### config.mk
export PLATFORM = sky130hd
export DESIGN_NAME = decimal_scale_align_top_flat
export DESIGN_NICKNAME = d
export VERILOG_FILES = /design/src/dsa_pkg.sv /design/src/dsa_in_if.sv /design/src/dsa_out_if.sv /design/src/decimal_scale_align_top.sv /design/src/dsa_datapath.sv /design/src/dsa_ctrl.sv /design/src/flat_wrapper.sv
export VERILOG_INCLUDE_DIRS = /design/src /design/src/src
export SDC_FILE = /design/constraint.sdc
export NUM_CORES = 1
export LEC_CHECK = 0
export ABC_AREA = 1
export BUFFER_PORTS_ARGS = -buffer_cell sky130_fd_sc_hd__buf_4
export CORE_MARGIN = 8
export CORE_UTILIZATION = 53
export DETAILED_ROUTE_END_ITERATION = 8
export PLACE_DENSITY = 0.78
export SLEW_MARGIN = 20
export SYNTH_ARGS = -nofsm -noshare
export SYNTH_HDL_FRONTEND = slang
export SYNTH_SLANG_ARGS = --single-unit
### constraint.sdc
create_clock -name clk_i -period 11.64 [get_ports clk_i]
set_input_delay 0.582 -clock clk_i [delete_from_list [all_inputs] [get_ports clk_i]]
set_output_delay 0.582 -clock clk_i [all_outputs]
set_load 0.02 [all_outputs]
### src/assert_macros.svh
`ifndef ASSERT_MACROS_SVH
`define ASSERT_MACROS_SVH

// Concurrent check on clk_i, masked while rst_ni is low.
`define DSA_ASSERT(lbl, prop) \
  lbl: assert property (@(posedge clk_i) disable iff (!rst_ni) prop) \
    else $error("dsa assertion failed");

// Concurrent check on clk_i that also holds during reset.
`define DSA_ASSERT_ALWAYS(lbl, prop) \
  lbl: assert property (@(posedge clk_i) prop) \
    else $error("dsa assertion failed");

`endif

### src/dsa_pkg.sv
package dsa_pkg;

  localparam int unsigned WORD_W            = 32;
  localparam int unsigned FIELD_WORDS       = 3;
  localparam int unsigned SCALE_W           = 5;
  localparam int unsigned MANTISSA_WORDS_DEF = 3;
  localparam int unsigned SCALE_LIMIT_DEF    = 28;

  // One input transaction: two operands.
  typedef struct packed {
    logic [WORD_W-1:0]  a_low_word;
    logic [WORD_W-1:0]  a_mid_word;
    logic [WORD_W-1:0]  a_high_word;
    logic [SCALE_W-1:0] a_scale;
    logic               a_negative;
    logic [WORD_W-1:0]  b_low_word;
    logic [WORD_W-1:0]  b_mid_word;
    logic [WORD_W-1:0]  b_high_word;
    logic [SCALE_W-1:0] b_scale;
    logic               b_negative;
  } in_item_t;

  // One output transaction: aligned operands and overflow flag.
  typedef struct packed {
    logic [WORD_W-1:0]  a_low_out;
    logic [WORD_W-1:0]  a_mid_out;
    logic [WORD_W-1:0]  a_high_out;
    logic [SCALE_W-1:0] a_scale_out;
    logic               a_negative_out;
    logic [WORD_W-1:0]  b_low_out;
    logic [WORD_W-1:0]  b_mid_out;
    logic [WORD_W-1:0]  b_high_out;
    logic [SCALE_W-1:0] b_scale_out;
    logic               b_negative_out;
    logic               overflow;
  } out_item_t;

  // Controller to datapath commands.
  typedef struct packed {
    logic load;
    logic step;
    logic commit;
  } dsa_cmd_t;

  // Datapath to controller status.
  typedef struct packed {
    logic need;
    logic carry;
  } dsa_status_t;

  typedef enum logic [1:0] {
    S_IDLE = 2'b01,
    S_RUN  = 2'b10
  } dsa_state_e;

endpackage

### src/dsa_in_if.sv
interface dsa_in_if;
  import dsa_pkg::*;

  logic     valid;
  logic     ready;
  in_item_t data;

  modport source (output valid, output data, input ready);
  modport sink   (input valid, input data, output ready);
endinterface

### src/dsa_out_if.sv
interface dsa_out_if;
  import dsa_pkg::*;

  logic      valid;
  logic      ready;
  out_item_t data;

  modport source (output valid, output data, input ready);
  modport sink   (input valid, input data, output ready);
endinterface

### src/decimal_scale_align_top.sv
// Decimal scale alignment: takes two 96-bit decimal operands (mantissa,
// power-of-ten scale, sign) and multiplies the mantissa of the operand with
// the smaller scale by ten until both scales match, raising its scale by
// one per step (never past SCALE_LIMIT). If a step carries out of the
// mantissa, both operands come back unchanged with overflow set. One
// transaction is in flight at a time: the result is registered at commit,
// and the next input is taken in the cycle after the result commits. The
// number of multiply-by-ten steps is the scale difference, capped by
// SCALE_LIMIT, or fewer when a carry stops the run; one shared
// shift-and-add unit performs one step per cycle. The result sits in an
// output register, so a stalled sink delays only the next commit.
module decimal_scale_align_top #(
  parameter int unsigned MANTISSA_WORDS = dsa_pkg::MANTISSA_WORDS_DEF,
  parameter int unsigned SCALE_LIMIT    = dsa_pkg::SCALE_LIMIT_DEF
) (
  input  logic      clk_i,
  input  logic      rst_ni,
  dsa_in_if.sink    in_i,
  dsa_out_if.source out_o
);
  import dsa_pkg::*;

  dsa_cmd_t    cmd;
  dsa_status_t sts;

  dsa_ctrl u_ctrl (
    .clk_i       (clk_i),
    .rst_ni      (rst_ni),
    .in_valid_i  (in_i.valid),
    .in_ready_o  (in_i.ready),
    .out_valid_o (out_o.valid),
    .out_ready_i (out_o.ready),
    .sts_i       (sts),
    .cmd_o       (cmd)
  );

  dsa_datapath #(
    .MANTISSA_WORDS (MANTISSA_WORDS),
    .SCALE_LIMIT    (SCALE_LIMIT)
  ) u_datapath (
    .clk_i      (clk_i),
    .rst_ni     (rst_ni),
    .cmd_i      (cmd),
    .sts_o      (sts),
    .in_data_i  (in_i.data),
    .out_data_o (out_o.data)
  );

endmodule

### src/dsa_datapath.sv
`include "assert_macros.svh"

module dsa_datapath #(
  parameter int unsigned MANTISSA_WORDS = dsa_pkg::MANTISSA_WORDS_DEF,
  parameter int unsigned SCALE_LIMIT    = dsa_pkg::SCALE_LIMIT_DEF
) (
  input  logic                clk_i,
  input  logic                rst_ni,
  input  dsa_pkg::dsa_cmd_t   cmd_i,
  output dsa_pkg::dsa_status_t sts_o,
  input  dsa_pkg::in_item_t   in_data_i,
  output dsa_pkg::out_item_t  out_data_o
);
  import dsa_pkg::*;

  localparam int unsigned MW = WORD_W * MANTISSA_WORDS;

  logic [FIELD_WORDS-1:0][WORD_W-1:0] a_in_words, b_in_words;
  logic [MW-1:0]      a_in_mant, b_in_mant;

  logic [MW-1:0]      a_mant_q, b_mant_q, w_mant_q;
  logic [SCALE_W-1:0] a_scale_q, b_scale_q, w_scale_q, tgt_q;
  logic               a_neg_q, b_neg_q, sel_b_q;
  out_item_t          res_q;

  logic [MW+3:0]      prod;
  logic               need, carry, ovf;
  logic [MW-1:0]      a_res_mant, b_res_mant;
  logic [SCALE_W-1:0] a_res_scale, b_res_scale;
  logic [FIELD_WORDS-1:0][WORD_W-1:0] a_res_words, b_res_words;
  logic               sel_b_in;

  assign a_in_words = {in_data_i.a_high_word, in_data_i.a_mid_word, in_data_i.a_low_word};
  assign b_in_words = {in_data_i.b_high_word, in_data_i.b_mid_word, in_data_i.b_low_word};

  // Map field words onto the mantissa; words above the fields enter as zero.
  for (genvar gi = 0; gi < MANTISSA_WORDS; gi++) begin : g_load
    if (gi < FIELD_WORDS) begin : g_word
      assign a_in_mant[WORD_W*gi +: WORD_W] = a_in_words[gi];
      assign b_in_mant[WORD_W*gi +: WORD_W] = b_in_words[gi];
    end else begin : g_zero
      assign a_in_mant[WORD_W*gi +: WORD_W] = '0;
      assign b_in_mant[WORD_W*gi +: WORD_W] = '0;
    end
  end

  // Multiply the working mantissa by ten: x*8 + x*2.
  assign prod  = {1'b0, w_mant_q, 3'b000} + {3'b000, w_mant_q, 1'b0};
  assign carry = |prod[MW+3:MW];
  assign need  = (w_scale_q < tgt_q) &&
                 ({{(32-SCALE_W){1'b0}}, w_scale_q} < 32'(SCALE_LIMIT));
  assign ovf   = need && carry;

  assign sts_o.need  = need;
  assign sts_o.carry = carry;

  assign sel_b_in = in_data_i.a_scale > in_data_i.b_scale;

  // Capture operands and set up the raised operand.
  always_ff @(posedge clk_i) begin
    if (cmd_i.load) begin
      a_mant_q  <= a_in_mant;
      b_mant_q  <= b_in_mant;
      a_scale_q <= in_data_i.a_scale;
      b_scale_q <= in_data_i.b_scale;
      a_neg_q   <= in_data_i.a_negative;
      b_neg_q   <= in_data_i.b_negative;
      sel_b_q   <= sel_b_in;
      w_mant_q  <= sel_b_in ? b_in_mant : a_in_mant;
      w_scale_q <= sel_b_in ? in_data_i.b_scale : in_data_i.a_scale;
      tgt_q     <= sel_b_in ? in_data_i.a_scale : in_data_i.b_scale;
    end else if (cmd_i.step) begin
      w_mant_q  <= prod[MW-1:0];
      w_scale_q <= w_scale_q + SCALE_W'(1);
    end
  end

  // Pick raised or original operands; overflow keeps both unchanged.
  always_comb begin
    a_res_mant  = (sel_b_q || ovf) ? a_mant_q : w_mant_q;
    a_res_scale = (sel_b_q || ovf) ? a_scale_q : w_scale_q;
    b_res_mant  = (!sel_b_q || ovf) ? b_mant_q : w_mant_q;
    b_res_scale = (!sel_b_q || ovf) ? b_scale_q : w_scale_q;
  end

  // Mantissa words beyond the configured width read as zero.
  for (genvar gi = 0; gi < FIELD_WORDS; gi++) begin : g_store
    if (gi < MANTISSA_WORDS) begin : g_word
      assign a_res_words[gi] = a_res_mant[WORD_W*gi +: WORD_W];
      assign b_res_words[gi] = b_res_mant[WORD_W*gi +: WORD_W];
    end else begin : g_zero
      assign a_res_words[gi] = '0;
      assign b_res_words[gi] = '0;
    end
  end

  // Hold the result until the next commit.
  always_ff @(posedge clk_i) begin
    if (cmd_i.commit) begin
      res_q.a_low_out      <= a_res_words[0];
      res_q.a_mid_out      <= a_res_words[1];
      res_q.a_high_out     <= a_res_words[2];
      res_q.a_scale_out    <= a_res_scale;
      res_q.a_negative_out <= a_neg_q;
      res_q.b_low_out      <= b_res_words[0];
      res_q.b_mid_out      <= b_res_words[1];
      res_q.b_high_out     <= b_res_words[2];
      res_q.b_scale_out    <= b_res_scale;
      res_q.b_negative_out <= b_neg_q;
      res_q.overflow       <= ovf;
    end
  end

  assign out_data_o = res_q;

  `DSA_ASSERT(a_step_bound, cmd_i.step |=> (w_scale_q <= tgt_q))

endmodule

### src/dsa_ctrl.sv
`include "assert_macros.svh"

module dsa_ctrl (
  input  logic                 clk_i,
  input  logic                 rst_ni,
  input  logic                 in_valid_i,
  output logic                 in_ready_o,
  output logic                 out_valid_o,
  input  logic                 out_ready_i,
  input  dsa_pkg::dsa_status_t sts_i,
  output dsa_pkg::dsa_cmd_t    cmd_o
);
  import dsa_pkg::*;

  dsa_state_e state_q, state_d;
  logic       out_valid_q, out_valid_d;

  // Sequence load, multiply steps and commit of one transaction.
  always_comb begin
    cmd_o       = '0;
    in_ready_o  = 1'b0;
    state_d     = state_q;
    out_valid_d = out_valid_q;
    if (out_valid_q && out_ready_i) begin
      out_valid_d = 1'b0;
    end
    case (state_q)
      S_IDLE: begin
        in_ready_o = 1'b1;
        if (in_valid_i) begin
          cmd_o.load = 1'b1;
          state_d    = S_RUN;
        end
      end
      S_RUN: begin
        if (sts_i.need && !sts_i.carry) begin
          cmd_o.step = 1'b1;
        end else if (!out_valid_q || out_ready_i) begin
          cmd_o.commit = 1'b1;
          out_valid_d  = 1'b1;
          state_d      = S_IDLE;
        end
      end
      default: begin
        state_d = S_IDLE;
      end
    endcase
  end

  always_ff @(posedge clk_i or negedge rst_ni) begin
    if (!rst_ni) begin
      state_q     <= S_IDLE;
      out_valid_q <= 1'b0;
    end else begin
      state_q     <= state_d;
      out_valid_q <= out_valid_d;
    end
  end

  assign out_valid_o = out_valid_q;

  `DSA_ASSERT(a_commit_slot, cmd_o.commit |-> (!out_valid_q || out_ready_i))
  `DSA_ASSERT_ALWAYS(a_cmd_excl, !(cmd_o.step && (cmd_o.commit || cmd_o.load)))
  `DSA_ASSERT(a_load_run, cmd_o.load |=> (state_q == S_RUN && !in_ready_o))

endmodule
### src/flat_wrapper.sv
// flat-port wrapper written by rule: the top's interface ports become plain ports
module decimal_scale_align_top_flat import dsa_pkg::*;
#(
  parameter int unsigned MANTISSA_WORDS = dsa_pkg::MANTISSA_WORDS_DEF,
  parameter int unsigned SCALE_LIMIT    = dsa_pkg::SCALE_LIMIT_DEF
)
  (clk_i, rst_ni, in_i_valid, in_i_data, in_i_ready, out_o_valid, out_o_data, out_o_ready);
  dsa_in_if in_i_i ();
  dsa_out_if out_o_i ();
  input  logic clk_i;
  input  logic rst_ni;
  input wire logic [$bits(in_i_i.valid)-1:0] in_i_valid;
  input wire logic [$bits(in_i_i.data)-1:0] in_i_data;
  output wire logic [$bits(in_i_i.ready)-1:0] in_i_ready;
  output wire logic [$bits(out_o_i.valid)-1:0] out_o_valid;
  output wire logic [$bits(out_o_i.data)-1:0] out_o_data;
  input wire logic [$bits(out_o_i.ready)-1:0] out_o_ready;
  assign in_i_i.valid = in_i_valid;
  assign in_i_i.data = in_i_data;
  assign in_i_ready = in_i_i.ready;
  assign out_o_valid = out_o_i.valid;
  assign out_o_data = out_o_i.data;
  assign out_o_i.ready = out_o_ready;
  decimal_scale_align_top #(.MANTISSA_WORDS(MANTISSA_WORDS), .SCALE_LIMIT(SCALE_LIMIT)) u_core (.clk_i(clk_i), .rst_ni(rst_ni), .in_i(in_i_i), .out_o(out_o_i));
endmodule
==> impl_metrics.env <==
export IMPL_drtPass1Iterations=5
export IMPL_ys_flop_type="edfxtp_1"
export IMPL_vias=25400
export IMPL_period_needed_ns=5.17
export IMPL_ys_seq_elements=519
export IMPL_gr_usage_met1_pct=38.0
export IMPL_layout_nets=4085
export IMPL_port_buffers=414
export IMPL_root_buffer="clkbuf_16"
export IMPL_min_path_type="input port to register"
export IMPL_totalWireLength_mm=92.8
export IMPL_finalMaxSlewViolations=0
export IMPL_tritoncts="built"
export IMPL_grt_use_met2_pct=48.3
export IMPL_grt_max_degree=133
export IMPL_netlist_area_um2=29100
export IMPL_clk_latency_ns=0.59
export IMPL_crit_buf_inv=2
export IMPL_fin_crit_sh_pct=44.4
export IMPL_worstPathCellList="ha_1 > fa_1 > nand3_1 > nand3_1 > nand3_1 > nand2_1 > nand2_1 > nand2_1 > nand2_1 > a21oi_1 > nor2_1 > nand3_1 > nor2_1 > nand2_1 > nand2_1 > nor2_4 > buf_4 > buf_4"
export IMPL_die_h_um=250
export IMPL_synthCells=3394
export IMPL_r2r_start="u_core.u_datapath.w_mant_q[0]$_SDFFCE_PN0P_"
export IMPL_gp_congestion=1.05
export IMPL_die_area_um2=62600
export IMPL_grt_busiest_layer="met2"
export IMPL_status="finished, final reports clean"
export IMPL_layout_commonest_cell="nand2_1"
export IMPL_path_max_fanout=72
export IMPL_finalSetupViolations=0
export IMPL_worstSetupStartpointType="register"
export IMPL_r2r_slack_ns=6.47
export IMPL_cp_top_family="simple AND/OR/NAND/NOR gates"
export IMPL_final_cell_mix="1,097 x nand2_1, 516 x edfxtp_1, 433 x buf_4"
export IMPL_drc_errors=0
export IMPL_total_leakage_power_nw=15.0
export IMPL_hpwl_mm=70.0
export IMPL_synth_cell_types=46
export IMPL_relSlewSlack_pct=32.7
export IMPL_setup_slack_ns=6.47
export IMPL_cp_required_ns=11.84
export IMPL_finalHoldViolations=0
export IMPL_fin_skew_ns=0.0238
export IMPL_reg2reg_depth=18
export IMPL_io_pins=415
export IMPL_cp_end_kind="register"
export IMPL_antenna_found_initial=2
export IMPL_num_rows=86
export IMPL_powerDensity_nw_per_um2=272
export IMPL_grt_pass1_wl_mm=142
export IMPL_async_flop_share_pct=0.578
export IMPL_routedWlPerCell_um=20.6
export IMPL_hold_start="in_i_data[36]"
export IMPL_core_area_um2=54700
export IMPL_cts_path_max_buffers=3
export IMPL_grt_overflow_total=0
export IMPL_ir_drop_v=0.000153
export IMPL_cts_buffers=52
export IMPL_max_stage_delay_ns=0.79
export IMPL_grt_total_usage_pct=28.6
export IMPL_ys_seq_area_share_pct=53.6
export IMPL_nFillCells=4620
export IMPL_r2r_end="u_core.u_datapath.out_data_o[60]$_DFFE_PP_"
export IMPL_drtAntennaViolNets=0
export IMPL_grt_pass1_vias=25100
export IMPL_cpMaxStageDelayCell="buf_4"
export IMPL_cp_arrival_ns=5.38
export IMPL_post_cts_resized=0
export IMPL_clock_sinks=519
export IMPL_start_util_pct=53.2
export IMPL_multi_input_area_um2=11700
export IMPL_syn_nets=3707
export IMPL_final_seq_area_um2=15600
export IMPL_hold_path_end="u_core.u_datapath.b_mant_q[94]$_DFFE_PP_"
export IMPL_avgSynthCellArea_um2=8.57
export IMPL_whs_path_depth=1
export IMPL_clk_pin_slew_worst_paths_ns=0.08
export IMPL_dp_slack_ns=6.56
export IMPL_die_width_um=250
export IMPL_max_freq_mhz=193
export IMPL_critical_path_class="register to register"
export IMPL_vias_per_cell=5.63
export IMPL_drive_gt1_share_pct=14.9
export IMPL_max_cap_viol_count=0
export IMPL_worst_pin_slew_ns=1.01
export IMPL_htree_levels=2
export IMPL_first_iter_violations=2573
export IMPL_fin_setup_tns_ns=0
export IMPL_globalRouteMet3Util_pct=4.63
export IMPL_synth_edf_count=516
export IMPL_area_delta_synth_final_pct=18.1
export IMPL_cpMostUsedCell="nand2_1"
export IMPL_ys_warn_count=0
export IMPL_rsz0062_at_grt="no"
[per-layer routing]
metal / part of all wire, % / wire [µm]
met1: 42 / 38500
met2: 48 / 44800
met3: 7.7 / 7140
met4: 2.5 / 2320
met5: 0.014 / 13
[worst max-delay path by stage]
stage	startpoint	endpoint	cells after the start
CTS	u_core.u_datapath.w_mant_q[2]$_DFFE_PP_	u_core.u_datapath.out_data_o[9]$_DFFE_PP_	19
detailed placement	u_core.u_datapath.w_mant_q[2]$_DFFE_PP_	u_core.u_datapath.out_data_o[60]$_DFFE_PP_	18
global placement	u_core.u_datapath.w_mant_q[0]$_SDFFCE_PN0P_	u_core.u_datapath.out_data_o[162]$_DFFE_PP_	18
floorplan	u_core.u_datapath.w_mant_q[2]$_DFFE_PP_	u_core.u_datapath.out_data_o[0]$_DFFE_PP_	17
global route	u_core.u_datapath.w_mant_q[2]$_DFFE_PP_	u_core.u_datapath.out_data_o[155]$_DFFE_PP_	18
finish	u_core.u_datapath.w_mant_q[0]$_SDFFCE_PN0P_	u_core.u_datapath.out_data_o[60]$_DFFE_PP_	18
[flip-flops by register name, summed over array words and instances (netlist names), 2 cells and up]
signal                        count
u_core.u_datapath.out_data_o    205
u_core.u_datapath.a_mant_q       96
u_core.u_datapath.b_mant_q       96
u_core.u_datapath.w_mant_q       96
u_core.u_datapath.a_scale_q       5
u_core.u_datapath.b_scale_q       5
u_core.u_datapath.tgt_q           5
u_core.u_datapath.w_scale_q       5
u_core.u_ctrl.state_q             2
[cell families (layout without fill, tap and decap cells)]
group / Yosys count / count (layout) / share of synthesized area (%)
flip-flops: 519 / 519 / 53.6
buffers and inverters: 437 / 850 / 6.45
XOR/XNOR: 24 / 24 / 0.723
other: 0 / 1 / 0
adder cells (fa/ha/maj): 105 / 105 / 4.55
AO/OA/AOI/OAI: 469 / 469 / 8.91
AND/OR/NAND/NOR: 1840 / 1840 / 25.8
[repair_timing]
action / in CTS / in global routing
hold buffers: 1 / 0
setup buffers: 0 / 0
hold endpoints to repair: 3 / 0
[cell usage after synthesis (all sizes together) (2+ instances only)]
library cell / count / share of area, %
ha: 104 / 4.5
or2: 25 / 0.54
edfxtp: 516 / 53
dfrtp: 2 / 0.17
nand3: 292 / 5.0
inv: 325 / 4.2
o211ai: 3 / 0.077
nor2: 359 / 4.7
xor2: 13 / 0.39
a31o: 2 / 0.060
nand2: 1108 / 14
o22ai: 35 / 0.75
o21a: 2 / 0.052
nor3: 24 / 0.45
nand4: 24 / 0.52
buf: 46 / 1.4
o21bai: 39 / 1.0
a21oi: 150 / 2.6
clkbuf: 64 / 0.83
a211oi: 2 / 0.052
a21boi: 5 / 0.13
o32ai: 2 / 0.060
o21ai: 201 / 3.5
xnor2: 11 / 0.33
a21o: 5 / 0.13
nand3b: 3 / 0.077
a31oi: 19 / 0.41
clkinv: 2 / 0.026
nor4: 4 / 0.086
[layout make-up]
type	count	area share [%]
repair buffers	434	9.50
clock inverters	26	0.915
diodes	1	0.00729
flip-flops and latches	519	45.4
clock buffers	63	4.03
well taps	704	2.57
inverters	327	3.61
multi-input cells	2438	34.0
[report_power, final]
part / internal [mW] / switching [mW] / leakage (nW) / total (mW)
Sequential: 2.63 / 0.236 / 4.84 / 2.87
Combinational: 1.44 / 3.33 / 9.39 / 4.77
Clock: 0.995 / 0.695 / 0.819 / 1.69
Total: 5.06 / 4.26 / 15.0 / 9.33
[worst reg2reg max path, delay by kind of cell (launching register included)]
family,cells,cell delay (ns)
AO/OA/AOI/OAI,1,0.16
adder cells (fa/ha/maj),2,0.66
buffers and inverters,2,1.37
flip-flops,1,0.46
AND/OR/NAND/NOR,13,2.07
[stage by stage]
stage	instance area (µm²)	hold slack, ns	instances	utilization [%]	power (mW)
after global routing	34300	0.155	4512	62.8	9.92
after detailed placement	32600	0.382	4421	59.7	7.56
after CTS	34300	0.151	4511	62.8	9.25
after floorplan	29100	0.286	3394	-	6.13
after global placement	32600	0.381	4421	59.7	7.49
final	34300	0.172	4512	62.8	9.33
Power figures use the tool's default switching activity.
